==> src/rtl/mvl_pkg.sv <==
// ----------------------------------------------------------------------------
// mvl_pkg
// Shared constants and types for the matrix-vector linear layer.
// ----------------------------------------------------------------------------
package mvl_pkg;

    localparam int MAX_LEN_DEF = 4096;
    localparam int COL_W       = 12;
    localparam int VAL_W       = 16;
    localparam int BIAS_W      = 32;
    localparam int PROD_W      = 32;
    localparam int ACC_W       = 44;
    localparam int RES_W       = 32;
    localparam int REG_W       = 13;
    localparam int COL_LIMIT   = 4096;

    localparam int QDEPTH      = 4;
    localparam int QPW         = $clog2(QDEPTH);
    localparam int QCW         = $clog2(QDEPTH + 1);

    localparam int CFG_IDX_W   = 2;
    localparam logic [CFG_IDX_W-1:0] CFG_LENGTH = 2'd0;
    localparam logic [CFG_IDX_W-1:0] CFG_ROWS   = 2'd1;

    localparam logic [REG_W-1:0] LENGTH_RST = 13'd2560;
    localparam logic [REG_W-1:0] ROWS_RST   = 13'd2560;
    localparam logic [REG_W-1:0] ROWS_CAP   = 13'd4096;

    typedef struct packed {
        logic signed [VAL_W-1:0]  weight;
        logic signed [VAL_W-1:0]  xval;
        logic                     col0;
        logic                     last;
        logic signed [BIAS_W-1:0] bias;
    } t_op;

    typedef struct packed {
        logic              valid;
        logic [QCW-1:0]    count;
    } t_q_status;

endpackage

==> src/rtl/mvl_if.sv <==


interface mvl_out_if;
    logic                             valid;
    logic                             ready;
    logic [mvl_pkg::COL_W-1:0]        row;
    logic signed [mvl_pkg::RES_W-1:0] result_value;
    logic                             saturated;
    logic                             last_row;

    modport source(output valid, row, result_value, saturated, last_row, input ready);
    modport sink(input valid, row, result_value, saturated, last_row, output ready);
endinterface


==> src/rtl/mvl_back.sv <==
// ----------------------------------------------------------------------------
// mvl_back
// Multiply, accumulate, saturate and emit one result per row.
// ----------------------------------------------------------------------------
module mvl_back (
    input  logic                      i_clk,
    input  logic                      i_rst_n,
    input  mvl_pkg::t_q_status        i_q_status,
    input  mvl_pkg::t_op              i_op,
    output logic                      o_pop,
    input  logic [mvl_pkg::REG_W-1:0] i_rows,
    mvl_out_if.source                 o_out
);

    logic                               adv;
    logic [mvl_pkg::REG_W-1:0]          eff_rows;
    logic signed [mvl_pkg::ACC_W-1:0]   acc_base;
    logic signed [mvl_pkg::ACC_W-1:0]   n_acc;
    logic                               sat;
    logic signed [mvl_pkg::RES_W-1:0]   clamped;
    logic                               wrap;

    logic                               r_a_valid;
    logic signed [mvl_pkg::PROD_W-1:0]  r_a_prod;
    logic                               r_a_col0;
    logic                               r_a_last;
    logic signed [mvl_pkg::BIAS_W-1:0]  r_a_bias;

    logic signed [mvl_pkg::ACC_W-1:0]   r_acc;
    logic [mvl_pkg::COL_W-1:0]          r_row;

    logic                               r_out_valid;
    logic [mvl_pkg::COL_W-1:0]          r_out_row;
    logic signed [mvl_pkg::RES_W-1:0]   r_out_value;
    logic                               r_out_sat;
    logic                               r_out_last;

    always_comb begin
        if (i_rows == '0) begin
            eff_rows = mvl_pkg::REG_W'(1);
        end else if (i_rows > mvl_pkg::ROWS_CAP) begin
            eff_rows = mvl_pkg::ROWS_CAP;
        end else begin
            eff_rows = i_rows;
        end
    end

    assign adv   = !r_out_valid || o_out.ready;
    assign o_pop = adv && i_q_status.valid;

    always_comb begin
        acc_base = r_a_col0 ? mvl_pkg::ACC_W'(r_a_bias) : r_acc;
        n_acc    = acc_base + mvl_pkg::ACC_W'(r_a_prod);
        sat      = !((&n_acc[mvl_pkg::ACC_W-1:mvl_pkg::RES_W-1])
                  || (~|n_acc[mvl_pkg::ACC_W-1:mvl_pkg::RES_W-1]));
        if (!sat) begin
            clamped = n_acc[mvl_pkg::RES_W-1:0];
        end else if (n_acc[mvl_pkg::ACC_W-1]) begin
            clamped = {1'b1, {(mvl_pkg::RES_W-1){1'b0}}};
        end else begin
            clamped = {1'b0, {(mvl_pkg::RES_W-1){1'b1}}};
        end
        wrap = ({1'b0, r_row} + mvl_pkg::REG_W'(1)) >= eff_rows;
    end

    always_ff @(posedge i_clk) begin
        if (!i_rst_n) begin
            r_a_valid   <= 1'b0;
            r_acc       <= '0;
            r_row       <= '0;
            r_out_valid <= 1'b0;
        end else if (adv) begin
            r_a_valid   <= i_q_status.valid;
            r_out_valid <= r_a_valid && r_a_last;
            if (r_a_valid) begin
                r_acc <= n_acc;
                if (r_a_last) begin
                    r_row <= wrap ? '0 : r_row + mvl_pkg::COL_W'(1);
                end
            end
        end
        if (adv) begin
            r_a_prod <= mvl_pkg::PROD_W'(i_op.weight * i_op.xval);
            r_a_col0 <= i_op.col0;
            r_a_last <= i_op.last;
            r_a_bias <= i_op.bias;
            if (r_a_valid && r_a_last) begin
                r_out_row   <= r_row;
                r_out_value <= clamped;
                r_out_sat   <= sat;
                r_out_last  <= wrap;
            end
        end
    end

    assign o_out.valid        = r_out_valid;
    assign o_out.row          = r_out_row;
    assign o_out.result_value = r_out_value;
    assign o_out.saturated    = r_out_sat;
    assign o_out.last_row     = r_out_last;

    a_sat_clamp: assert property (@(posedge i_clk) disable iff (!i_rst_n)
        (r_out_valid && r_out_sat) |->
            (r_out_value == 32'sh7fffffff || r_out_value == 32'sh80000000))
        else $error("saturated result not at a rail");

    a_row_wrap: assert property (@(posedge i_clk) disable iff (!i_rst_n)
        (adv && r_a_valid && r_a_last && wrap) |=> r_row == '0)
        else $error("row counter did not wrap after last row");

    a_row_step: assert property (@(posedge i_clk) disable iff (!i_rst_n)
        (adv && r_a_valid && r_a_last && !wrap) |=>
            r_row == $past(r_row) + mvl_pkg::COL_W'(1))
        else $error("row counter did not advance");

endmodule

==> src/flat_wrapper.sv <==
// flat-port wrapper written by rule: the top's interface ports become plain ports
module mvl_back_flat 
  (i_clk, i_rst_n, i_q_status, i_op, o_pop, i_rows, o_out_valid, o_out_row, o_out_result_value, o_out_saturated, o_out_last_row, o_out_ready);
  mvl_out_if o_out_i ();
  input  logic i_clk;
  input  logic i_rst_n;
  input  mvl_pkg::t_q_status i_q_status;
  input  mvl_pkg::t_op i_op;
  output logic o_pop;
  input  logic [mvl_pkg::REG_W-1:0] i_rows;
  output wire logic [$bits(o_out_i.valid)-1:0] o_out_valid;
  output wire logic [$bits(o_out_i.row)-1:0] o_out_row;
  output wire logic [$bits(o_out_i.result_value)-1:0] o_out_result_value;
  output wire logic [$bits(o_out_i.saturated)-1:0] o_out_saturated;
  output wire logic [$bits(o_out_i.last_row)-1:0] o_out_last_row;
  input wire logic [$bits(o_out_i.ready)-1:0] o_out_ready;
  assign o_out_valid = o_out_i.valid;
  assign o_out_row = o_out_i.row;
  assign o_out_result_value = o_out_i.result_value;
  assign o_out_saturated = o_out_i.saturated;
  assign o_out_last_row = o_out_i.last_row;
  assign o_out_i.ready = o_out_ready;
  mvl_back u_core (.i_clk(i_clk), .i_rst_n(i_rst_n), .i_q_status(i_q_status), .i_op(i_op), .o_pop(o_pop), .i_rows(i_rows), .o_out(o_out_i));
endmodule
==> config.mk <==
export PLATFORM = sky130hd
export DESIGN_NAME = mvl_back_flat
export DESIGN_NICKNAME = d
export VERILOG_FILES = /design/src/rtl/mvl_pkg.sv /design/src/rtl/mvl_if.sv /design/src/rtl/mvl_back.sv /design/src/flat_wrapper.sv
export SDC_FILE = /design/constraint.sdc
export NUM_CORES = 1
export LEC_CHECK = 0
export BUFFER_PORTS_ARGS = -buffer_cell sky130_fd_sc_hd__buf_2
export CORE_ASPECT_RATIO = 1.1
export CORE_MARGIN = 2
export CORE_UTILIZATION = 24
export CTS_BUF_LIST = sky130_fd_sc_hd__clkbuf_8
export CTS_CLUSTER_DIAMETER = 80
export DETAILED_ROUTE_END_ITERATION = 16
export PLACE_DENSITY_LB_ADDON = 0.25
export SYNTH_ARGS = -nofsm -noshare
export SYNTH_HDL_FRONTEND = slang
export SYNTH_SLANG_ARGS = --single-unit
==> constraint.sdc <==
create_clock -name i_clk -period 14.9 [get_ports i_clk]
set_clock_uncertainty 0.1 [all_clocks]
set_input_delay 1.49 -clock i_clk [delete_from_list [all_inputs] [get_ports i_clk]]
set_output_delay 1.49 -clock i_clk [all_outputs]
set_load 0.05 [all_outputs]
==> impl_results.md <==
* Die area at 84,400 um2
* Share of layout cells above drive strength 1 at 0.110
* Worst setup EP type: flip-flop
* Mapped Avg Cell Area at 9.42 um2
* Avg Vias per Cell at 4.44
* CTS sink count at 170
* Final ANT Viol Nets at 0
* Hold path depth at 2
* Per-cell routed wire length at 15.9 um
* DIE WIDTH at 277 um
* Initial antenna violation count at 2
* Drt first pass iters at 5
* CTS root buf: clkbuf_8
* Synth top area share at 0.267
* Gpl congestion at 0.839
* Vias in the first global route at 15,100
* DR iter-0 viols at 800
* Max-slew violations at 0
* Final hold vios at 0
* Most numerous cell in the Yosys netlist: inv_1
* PostCTS Resize Cnt at 0
* Ys Warns at 0
* Initial Util at 0.242
* Cell variety after synth at 71
* First-pass GRT wire length at 83.1 mm
* Detailed Place HPWL at 41.4 mm
* F_max at 127 MHz
* Net Count, Synth at 2,581
* RR Endpoint: u_core.o_out.result_value[8]
* Number of flops mapped to enable cells by yosys at 112
* Synth Instances at 2,093
* Fillers at 8,706
* Number of nets in the layout at 2,647
* Max-slew headroom at 0.264
* Hold EP: u_core.r_acc[43]
* RSZ-0062 raised after global routing: false
* Diode count at 0
* Post-synth top cells: 328 x inv_1, 263 x fa_1, 258 x nand2_1
* Rows at 110
* R2R setup slack at 8.92 ns
* Worst min-delay path startpoint: u_core.r_acc[43]
* IO Pins at 134
* Final Cycle Share at 0.527
* GRT Overall Usage at 0.123
* Mapped cell area at 19,700 um2
* Final Critical Period at 7.86 ns
* Die height at 305 um
* H-tree depth at 4
* Cell taking the most area after synthesis: fa_1
* FFs w/ async S/R, synth at 0
* Post-synthesis register bit count at 170
* Main synth FF type: edfxtp_1
* Vias at 14,400
* CTS Buffer Depth at 2
* Total CTS buffers at 17
* Status: finished, final reports clean
* Max Cap Viol at 0
* Worst min path class: reg -> reg
* Synth top area cells: fa_1 27%, edfxtp_1 17%, ha_1 8.8%
* R2R cell count at 15
* Worst-Skew Late Latency at 0.48 ns
* Critical path arrival at 7.99 ns
* Setup TNS at 0 ns
* Area growth from synthesis to layout at 10.5%
* Setup Crit Path Kind: in -> reg
* Critical Path RT at 15.04 ns
* Largest net degree at the start of global routing at 72
* Crit path max fanout at 16
* # DRC at 0
* Setup Buffers After CTS at 0
* Core Box Area at 81,600 um2
* CTS tree: built
* Worst Max-Slew Pin Slew at 1.08 ns
* CTS clk-pin slew, worst paths at 0.09 ns
* FF-to-FF Start: u_core.r_a_col0
* Final setup fails at 0
* Seq/Total Area, Yosys at 0.230
* Final WL at 51.5 mm
* Port Buffers at 130
* Setup crit start kind: input pin
* Grt total ovfl at 0
* Number of hold buffers added after cts at 0
==> how the worst max path moves through the flow <==
stage                     startpoint             endpoint  slack (ns)  cells after the start
after floorplan             i_op[60]  u_core.r_a_prod[30]        7.24                     23
after global placement      i_op[60]  u_core.r_a_prod[30]        6.54                     23
after detailed placement    i_op[59]  u_core.r_a_prod[30]        6.50                     23
after CTS                   i_op[59]  u_core.r_a_prod[30]        7.03                     23
after global routing        i_op[59]  u_core.r_a_prod[30]        6.66                     23
final                       i_op[60]  u_core.r_a_prod[30]        7.04                     23
==> cells by family (layout without fill, tap and decap cells) <==
kind of cell / count (synthesis) / count (layout) / synth area share
DFF: 170 / 170 / 0.230
AOI/OAI and AO/OA: 336 / 336 / 0.115
buffers and inverters: 418 / 496 / 0.0826
and+or+nand+nor: 651 / 651 / 0.162
adders and majority gates: 402 / 402 / 0.355
xor gates and xnor gates: 82 / 82 / 0.0368
muxes: 34 / 34 / 0.0192
==> final cells by class <==
| class | count | area (um2) | area share |
|---|---|---|---|
| multi-input cells | 1505 | 13600 | 0.623 |
| flip-flops and latches | 170 | 4520 | 0.208 |
| well taps | 1064 | 1330 | 0.0611 |
| inverters | 329 | 1230 | 0.0567 |
| repair buffers | 136 | 696 | 0.0319 |
| clock buffers | 17 | 234 | 0.0107 |
| clock inverters | 14 | 189 | 0.00867 |
==> placed cells by master (no fill, tap or decap), types with 6 or more instances in the layout <==
master | Yosys | layout
a211oi_2 | 24 | 24
ha_1 | 139 | 139
and3_1 | 16 | 16
o21bai_1 | 10 | 10
nor2b_1 | 12 | 12
nand2_1 | 258 | 257
o211ai_1 | 7 | 7
o21a_1 | 15 | 15
buf_2 | 12 | 130
nor4_1 | 6 | 6
o21ai_0 | 83 | 83
nand4_1 | 11 | 11
or3_1 | 6 | 6
nor2_1 | 92 | 92
nor3_1 | 21 | 21
fa_1 | 263 | 263
edfxtp_1 | 112 | 112
and2_1 | 164 | 164
a21boi_0 | 10 | 10
a21o_1 | 28 | 28
inv_1 | 328 | 327
nand4b_1 | 8 | 8
dfxtp_1 | 58 | 58
mux2_2 | 31 | 31
xnor2_1 | 47 | 47
buf_4 | 2 | 6
xor2_1 | 34 | 34
nand2b_1 | 11 | 10
a31oi_1 | 13 | 13
nand3_1 | 31 | 31
clkbuf_8 | 0 | 17
a211oi_1 | 10 | 10
a21oi_1 | 88 | 88
==> flip-flops by register name (all words and copies together), names as in the netlist <==
signal and count:
u_core.o_out.result_value 32, u_core.r_a_col0 1, u_core.o_out.row 12, u_core.r_a_last 1, u_core.r_a_prod 32, u_core.r_acc 44
u_core.o_out.last_row 1, u_core.r_row 12, u_core.r_a_valid 1, u_core.o_out.valid 1, u_core.o_out.saturated 1, u_core.r_a_bias 32
==> metal layers <==
layer  track usage  wire length [um]  vias to the layer above
li1              -                 -                     6918
met1         0.165             24300                     7114
met2         0.213             24600                      291
met3        0.0162              1850                       38
met4        0.0254               695                        4
met5             0                15                        -
==> critical path, stage by stage <==
cell and delay [ns]:
buf_2 0.31, nand2_1 0.14, fa_1 0.54, fa_1 0.58, fa_1 0.44, fa_1 0.51, inv_1 0.06, fa_1 0.53
inv_1 0.05, fa_1 0.53, inv_1 0.05, ha_1 0.35, a21oi_1 0.18, o21ai_0 0.17, a21o_1 0.22, a21oi_1 0.20
a21oi_1 0.15, o41ai_1 0.45, o21ai_0 0.22, o41a_1 0.38, a21o_1 0.19, a21oi_1 0.17, xnor2_1 0.09
==> per-stage QoR <==
stage	instance area [um2]	hold slack (ns)	std cells	utilization	worst slack [ns]
floorplan	19700	0.341	2093	-	7.24
global placement	21400	0.355	3204	0.262	6.54
detailed placement	21400	0.361	3204	0.262	6.50
CTS	21800	0.373	3235	0.267	7.03
global route	21800	0.391	3235	0.267	6.66
finish	21800	0.370	3235	0.267	7.04
Power is left out: the tool's default activity adds up to more than one toggle a clock period on the data nets, which glitch-free logic cannot reach.
