`config.mk`:
```
export PLATFORM = sky130hd
export DESIGN_NAME = mvl_queue
export DESIGN_NICKNAME = d
export VERILOG_FILES = /design/src/rtl/mvl_pkg.sv /design/src/rtl/mvl_queue.sv
export SDC_FILE = /design/constraint.sdc
export NUM_CORES = 1
export LEC_CHECK = 0
export BUFFER_PORTS_ARGS = -buffer_cell sky130_fd_sc_hd__buf_2
export CORE_MARGIN = 3
export CORE_UTILIZATION = 40
export DETAILED_ROUTE_END_ITERATION = 6
export HOLD_SLACK_MARGIN = 0.12
export PLACE_DENSITY_LB_ADDON = 0.08
export SLEW_MARGIN = 20
export SYNTH_ARGS = -nofsm -noshare
export SYNTH_HDL_FRONTEND = slang
export SYNTH_SLANG_ARGS = --single-unit
```
`constraint.sdc`:
```
create_clock -name i_clk -period 2.7 [get_ports i_clk]
set_clock_uncertainty 0.05 [all_clocks]
set_input_delay 0.27 -clock i_clk [delete_from_list [all_inputs] [get_ports i_clk]]
set_output_delay 0.27 -clock i_clk [all_outputs]
set_load 0.02 [all_outputs]
```
`src/rtl/mvl_pkg.sv`:
```
// ----------------------------------------------------------------------------
// mvl_pkg
// Shared constants and types for the matrix-vector linear layer.
// ----------------------------------------------------------------------------
package mvl_pkg;

    localparam int MAX_LEN_DEF = 4096;
    localparam int COL_W       = 12;
    localparam int VAL_W       = 16;
    localparam int BIAS_W      = 32;
    localparam int PROD_W      = 32;
    localparam int ACC_W       = 44;
    localparam int RES_W       = 32;
    localparam int REG_W       = 13;
    localparam int COL_LIMIT   = 4096;

    localparam int QDEPTH      = 4;
    localparam int QPW         = $clog2(QDEPTH);
    localparam int QCW         = $clog2(QDEPTH + 1);

    localparam int CFG_IDX_W   = 2;
    localparam logic [CFG_IDX_W-1:0] CFG_LENGTH = 2'd0;
    localparam logic [CFG_IDX_W-1:0] CFG_ROWS   = 2'd1;

    localparam logic [REG_W-1:0] LENGTH_RST = 13'd2560;
    localparam logic [REG_W-1:0] ROWS_RST   = 13'd2560;
    localparam logic [REG_W-1:0] ROWS_CAP   = 13'd4096;

    typedef struct packed {
        logic signed [VAL_W-1:0]  weight;
        logic signed [VAL_W-1:0]  xval;
        logic                     col0;
        logic                     last;
        logic signed [BIAS_W-1:0] bias;
    } t_op;

    typedef struct packed {
        logic              valid;
        logic [QCW-1:0]    count;
    } t_q_status;

endpackage

```
`src/rtl/mvl_queue.sv`:
```
// ----------------------------------------------------------------------------
// mvl_queue
// Short FIFO of fetched weight operations between front and back.
// ----------------------------------------------------------------------------
module mvl_queue (
    input  logic               i_clk,
    input  logic               i_rst_n,
    input  logic               i_push,
    input  mvl_pkg::t_op       i_op,
    input  logic               i_pop,
    output mvl_pkg::t_q_status o_status,
    output mvl_pkg::t_op       o_op
);

    mvl_pkg::t_op               r_mem [mvl_pkg::QDEPTH];
    logic [mvl_pkg::QPW-1:0]    r_wptr;
    logic [mvl_pkg::QPW-1:0]    r_rptr;
    logic [mvl_pkg::QCW-1:0]    r_count;
    logic [mvl_pkg::QCW-1:0]    n_count;

    always_comb begin
        n_count = r_count;
        if (i_push && !i_pop) begin
            n_count = r_count + mvl_pkg::QCW'(1);
        end else if (!i_push && i_pop) begin
            n_count = r_count - mvl_pkg::QCW'(1);
        end
    end

    always_ff @(posedge i_clk) begin
        if (!i_rst_n) begin
            r_wptr  <= '0;
            r_rptr  <= '0;
            r_count <= '0;
        end else begin
            if (i_push) begin
                r_wptr <= r_wptr + mvl_pkg::QPW'(1);
            end
            if (i_pop) begin
                r_rptr <= r_rptr + mvl_pkg::QPW'(1);
            end
            r_count <= n_count;
        end
        if (i_push) begin
            r_mem[r_wptr] <= i_op;
        end
    end

    assign o_status.valid = r_count != '0;
    assign o_status.count = r_count;
    assign o_op           = r_mem[r_rptr];

    a_no_overflow: assert property (@(posedge i_clk) disable iff (!i_rst_n)
        (i_push && !i_pop) |-> r_count != mvl_pkg::QCW'(mvl_pkg::QDEPTH))
        else $error("queue overflow");

endmodule

```
==> flow_summary_export.csv, run 1 <==
group,metric,value,unit
outcome,outcome,"complete, no violations",
synth,synth_compound_area_share,0.126,%
worst_setup_path,crit_arrival,2.13,ns
timing,slew_headroom,70.0,%
detailed_routing,wire_per_inst,19.3,µm
worst_setup_path,critPathKind,"flop to output pin",
floorplan,rows,57,
cells_and_area,final_util,52.8,%
clocking,cts_num_sinks,273,
synth,syn-cell-area,9960,µm²
timing,period_minus_slack,2.45,ns
synth,postSynthAreaPerCell,25.8,µm²
synth,yosys-top-cells-count,"edfxtp_1 (264), mux4_2 (66), and2_1 (9), dfxtp_1 (9)",
detailed_routing,wirelength,18800,µm
cells_and_area,num_antenna_cells,0,
floorplan,die_y,164,µm
power,p_leak,0.00444,µW
worst_setup_path,critPathCaptureType,"output pin",
worst_setup_path,worstPathMaxFanout,15,
cells_and_area,drive_above_1_share,41.9,%
worst_setup_path,required,2.38,ns
grt,grt_pass1_wl,29800,µm
place,numPortBuffers,139,
timing,setup_viol,0,
synth,synth_flop_cell,"edfxtp_1",
detailed_routing,vias,4763,
detailed_routing,drt-vias-per-instance,4.91,
detailed_routing,dr.pass1.iters,5,
synth,synthAdderAreaFrac,0.829,%
power,clockPowerShare,40.9,%
synth,synth-seq-area-share,81.4,%
timing,finalHoldViolations,0,
detailed_routing,drcViolationCount,0,
floorplan,start_util,40.8,%
clocking,clockBufferDepth,3,
synth,synth_cells,386,
clocking,cts_buffers,29,
place,gp_congestion,0.689,
grt,grt_max_degree,45,
power,power_frac_comb,10.8,%
power,p_switching,2230,µW
run,max_cap_violations,0,
hold_path,holdPathStages,2,
grt,track_usage,14.4,%
power,ir_worst_vdd,458,µV
timing,fmax,0.408,GHz
synth,synth_area_leader_cell,"edfxtp_1",
clocking,cts.htree.levels,1,
synth,synth_top_area_share,79.6,%
synth,ys_ff_latch,273,
detailed_routing,postRouteAntennaNets,0,
detailed_routing,drt_iter0_drc,290,
power,switching_share,21.8,%
place,hpwl,11300,µm
synth,yosys_warnings,0,
timing,rsz0062_at_grt,"false",
power,power_frac_seq,48.3,%
synth,synth.top_cells.by_area,"edfxtp_1 (80%), mux4_2 (15%), dfxtp_1 (1.8%)",
timing,tightest_slew,0.451,ns
grt,grt-ovfl-total,0,
clocking,root_buffer,"clkbuf_16",
clocking,cts_tree,"done",
timing,drv_slew,0,
hold_path,hold_path.class,"primary input to flop",
clocking,path_clk_slew,0.06,ns
floorplan,die_area,26800,µm²
timing,setup_tns,0,ns
synth,synth_top_family_by_area,"multiplexers",
grt,grt_pass1_vias,5286,
power,total_power,10200,µW
power,power.internal,8000,µW
power,power_density,794,nW/µm²
synth,synth_edf_count,264,
synth,synth_cell_type_count,19,
cells_and_area,instances_no_fill,971,
synth,synth_xor_area_share,0.440,%
floorplan,coreArea,24400,µm²
synth,synth_most_common_cell,"edfxtp_1",
worst_setup_path,worstRegToRegCells,4,
synth,synthArstFlopShare,0,%
clocking,cts-resized-gates,0,
place,dp.cells,847,
synth,synth_mux_area_share,15.1,%
worst_setup_path,reg2reg_slack,1.01,ns
floorplan,ios,140,
cells_and_area,final_nets,700,
synth,syn-num-nets,462,
synth,synthSimpleGateAreaFrac,0.854,%
clocking,postCtsSetupBuffers,0,
worst_setup_path,cp-start-kind,"flop",
timing,period_share,90.7,%
cells_and_area,area_growth,29.4,%
floorplan,die_w,164,µm
grt,grt_antenna_before_repair,0,
clocking,insertion_delay,0.53,ns
==> layout make-up <==
cell class | count | area (µm²)
clock buffers | 31 | 733
clock inverters | 23 | 297
fillers | 1969 | 11500
inverters | 4 | 15.0
multi-input cells | 95 | 1740
flip-flops and latches | 273 | 8120
well taps | 324 | 405
repair buffers | 221 | 1570
==> path summary, 6_finish.rpt <==
kind | endpoint | start
min | r_mem[0][4] | i_op[4]
min reg2reg | r_count[2] | r_count[2]
max | o_op[59] | flop
max reg2reg | r_mem[0][62] | r_wptr[0]
==> layout by cell type, fill, tap and decap left out, drive strengths merged <==
master / synthesis / final
a21boi: 1 / 1
clkinv: 0 / 15
or3: 2 / 2
xnor2: 2 / 2
bufinv: 0 / 7
dfxtp: 9 / 9
ha: 5 / 5
inv: 4 / 5
nor2b: 2 / 2
and2: 9 / 9
nand2: 1 / 1
clkbuf: 2 / 31
mux4: 66 / 66
mux2i: 2 / 2
dlygate4sd3: 0 / 70
o21ai: 1 / 1
xor2: 3 / 3
fa: 1 / 1
edfxtp: 264 / 264
buf: 12 / 151
==> power groups by stage <==
stage	clock [µW]	sequential (µW)	combinational (µW)
final	4180	4940	1110
after global routing	4490	4960	1210
after CTS	4300	4940	1140
after detailed placement	0	5030	1060
after global placement	0	5020	1050
after floorplan	0	5010	669
==> repair_timing <==
item / in CTS / in global routing
endpoints found under the setup margin: 0 / 0
endpoints found under the hold margin: 273 / 0
hold buffers: 70 / 0
==> kinds of logic after synthesis <==
logic type / count (synthesis)
and+or+nand+nor: 14
adders and majority gates: 6
DFF: 273
AOI/OAI and AO/OA: 2
xor gates and xnor gates: 5
buffers and inverters: 18
muxes: 68
==> critical path, stage by stage, from the launching register on <==
cell	delay, ns
dfxtp_4	0.55
buf_4	0.31
mux4_2	0.55
buf_2	0.18
==> registers in the layout (all words and copies together), names as in the netlist, named ones only <==
name and count:
r_rptr 2, r_wptr 2, r_count 3, r_mem 264
==> through the flow <==
step | hold slack [ns] | setup slack (ns) | area (µm²)
floorplan | 0.319 | 0.128 | 9960
finish | 0.439 | 0.252 | 12900
detailed placement | 0.435 | 0.748 | 11100
CTS | 0.404 | 0.168 | 12900
global placement | 0.430 | 0.739 | 11100
global route | 0.422 | 0.0962 | 12900
==> per-layer routing <==
metal  vias up  track usage (%)  part of all wire, %  wire length [µm]
met5         -                0                    0                 0
met4         0             3.77                  2.0               378
met3        31             3.03                  6.3              1180
met2       140             24.0                   49              9180
met1      2465             19.5                   43              8020
li1       2127                -                    -                 -
(Power assumes the default switching activity.)
==> run 2: changes to the inputs <==
--- a/config.mk
+++ b/config.mk
@@ -10,7 +10,8 @@
 export CORE_UTILIZATION = 40
 export DETAILED_ROUTE_END_ITERATION = 6
 export HOLD_SLACK_MARGIN = 0.12
-export PLACE_DENSITY_LB_ADDON = 0.08
+export PLACE_DENSITY = 0.59
+export REMOVE_ABC_BUFFERS = 1
 export SLEW_MARGIN = 20
 export SYNTH_ARGS = -nofsm -noshare
 export SYNTH_HDL_FRONTEND = slang
==> flow_summary_export.csv, run 2 (synthesis gave the netlist of run 1 again) <==
group,metric,value,unit
detailed_routing,dr.pass1.iters,6,
worst_setup_path,required,2.38,ns
place,gp_congestion,0.685,
floorplan,die_y,164,µm
floorplan,ios,140,
clocking,root_buffer,"clkbuf_16",
clocking,insertion_delay,0.53,ns
cells_and_area,fillers,1950,
timing,finalHoldViolations,0,
cells_and_area,drive_above_1_share,39.9,%
floorplan,die_area,26800,µm²
detailed_routing,drt-vias-per-instance,4.98,
detailed_routing,vias,4796,
power,power_density,773,nW/µm²
place,dp.cells,843,
floorplan,coreArea,24400,µm²
detailed_routing,postRouteAntennaNets,0,
detailed_routing,wl_met3,1110,µm
place,hpwl,11000,µm
detailed_routing,drt_iter0_drc,336,
hold_path,hold_start,"i_op[11]",
detailed_routing,wl_met2,9660,µm
timing,fin_ws,0.279,ns
detailed_routing,wirelength,19300,µm
grt,track_usage,14.6,%
detailed_routing,met1Wirelength,8100,µm
timing,setup_tns,0,ns
cells_and_area,final_util,52.2,%
timing,period_minus_slack,2.42,ns
clocking,cts_buffers,28,
worst_setup_path,timing.rr.start,"r_wptr[0]",
clocking,postCtsSetupBuffers,0,
timing,setup_viol,0,
cells_and_area,final_nets,694,
timing,tightest_slew,0.479,ns
detailed_routing,highest_layer,"met4",
detailed_routing,drcViolationCount,0,
hold_path,hold_path.class,"primary input to flop",
floorplan,rows,57,
grt,grt-ovfl-total,0,
floorplan,start_util,40.8,%
timing,period_share,89.7,%
clocking,cts_num_sinks,273,
cells_and_area,largest_reg_flops,264,
clocking,cts_tree,"done",
power,ir_worst_vdd,460,µV
grt,grt_max_degree,67,
cells_and_area,top_register,"r_mem",
run,max_cap_violations,0,
clocking,holdBufCountCts,69,
cells_and_area,reg_top3,"r_mem: 264 flops, r_count: 3 flops",
timing,rsz0062_at_grt,"false",
worst_setup_path,critPathKind,"flop to output pin",
place,pre_cts_slack,0.764,ns
cells_and_area,final_cell_mix,"edfxtp_1 (264), buf_2 (139), dlygate4sd3_1 (69)",
clocking,path_clk_slew,0.06,ns
clocking,clockBufferDepth,3,
cells_and_area,area_growth,27.9,%
cells_and_area,final_common_cell,"edfxtp_1",
place,numPortBuffers,139,
clocking,cts.htree.levels,1,
timing,slew_headroom,68.1,%
worst_setup_path,cp-start-kind,"flop",
cells_and_area,instances_no_fill,964,
power,p_leak,0.00434,µW
worst_setup_path,critPathCaptureType,"output pin",
worst_setup_path,crit_arrival,2.10,ns
grt,grt_pass1_wl,29700,µm
clocking,cts-resized-gates,0,
worst_setup_path,worstPathMaxFanout,25,
timing,fmax,0.413,GHz
grt,grt_pass1_vias,5213,
detailed_routing,wire_per_inst,20.0,µm
grt,grt_antenna_before_repair,1,
floorplan,die_w,164,µm
timing,drv_slew,0,
outcome,outcome,"complete, no violations",
## run 2: final cells by class
class | instances | area, µm² | area share, %
Antenna cell | 1 | 2.50 | 0.0197
Multi-Input combinational cell | 95 | 1740 | 13.7
Sequential cell | 273 | 8120 | 63.7
Clock buffer | 36 | 752 | 5.90
Inverter | 4 | 15.0 | 0.118
Clock inverter | 15 | 170 | 1.34
Tap cell | 324 | 405 | 3.18
Timing Repair Buffer | 216 | 1530 | 12.0
## run 2: through the flow
stage	cell area, µm²	hold WS [ns]	power (µW)
finish	12700	0.441	9840
global route	12700	0.438	10200
CTS	12700	0.417	9990
detailed placement	11100	0.436	6080
global placement	11100	0.429	6050
floorplan	9850	0.319	5670
## run 2: worst max-delay path, stage by stage, from the launching register on
cell and delay (ns):
dfxtp_4 0.53, buf_12 0.27, mux4_2 0.55, buf_2 0.18
## run 2: final timing paths
path / end / slack [ns] / cells past startpoint
max: o_op[42] / 0.28 / 3
min: r_mem[2][11] / 0.44 / 2
max reg2reg: r_mem[2][13] / 0.93 / 4
min reg2reg: r_count[2] / 0.50 / 2
## run 2: where the power goes
| part | switching, µW | internal (µW) | total (µW) |
|---|---|---|---|
| clock | 1460 | 2330 | 3800 |
| combinational | 607 | 495 | 1100 |
| sequential | 80.0 | 4870 | 4950 |
## run 2: per-layer routing
metal / global-route usage, % / vias up
met5: 0 / -
met4: 4.34 / 0
met3: 3.03 / 31
met2: 24.7 / 136
met1: 19.3 / 2514
li1: - / 2115
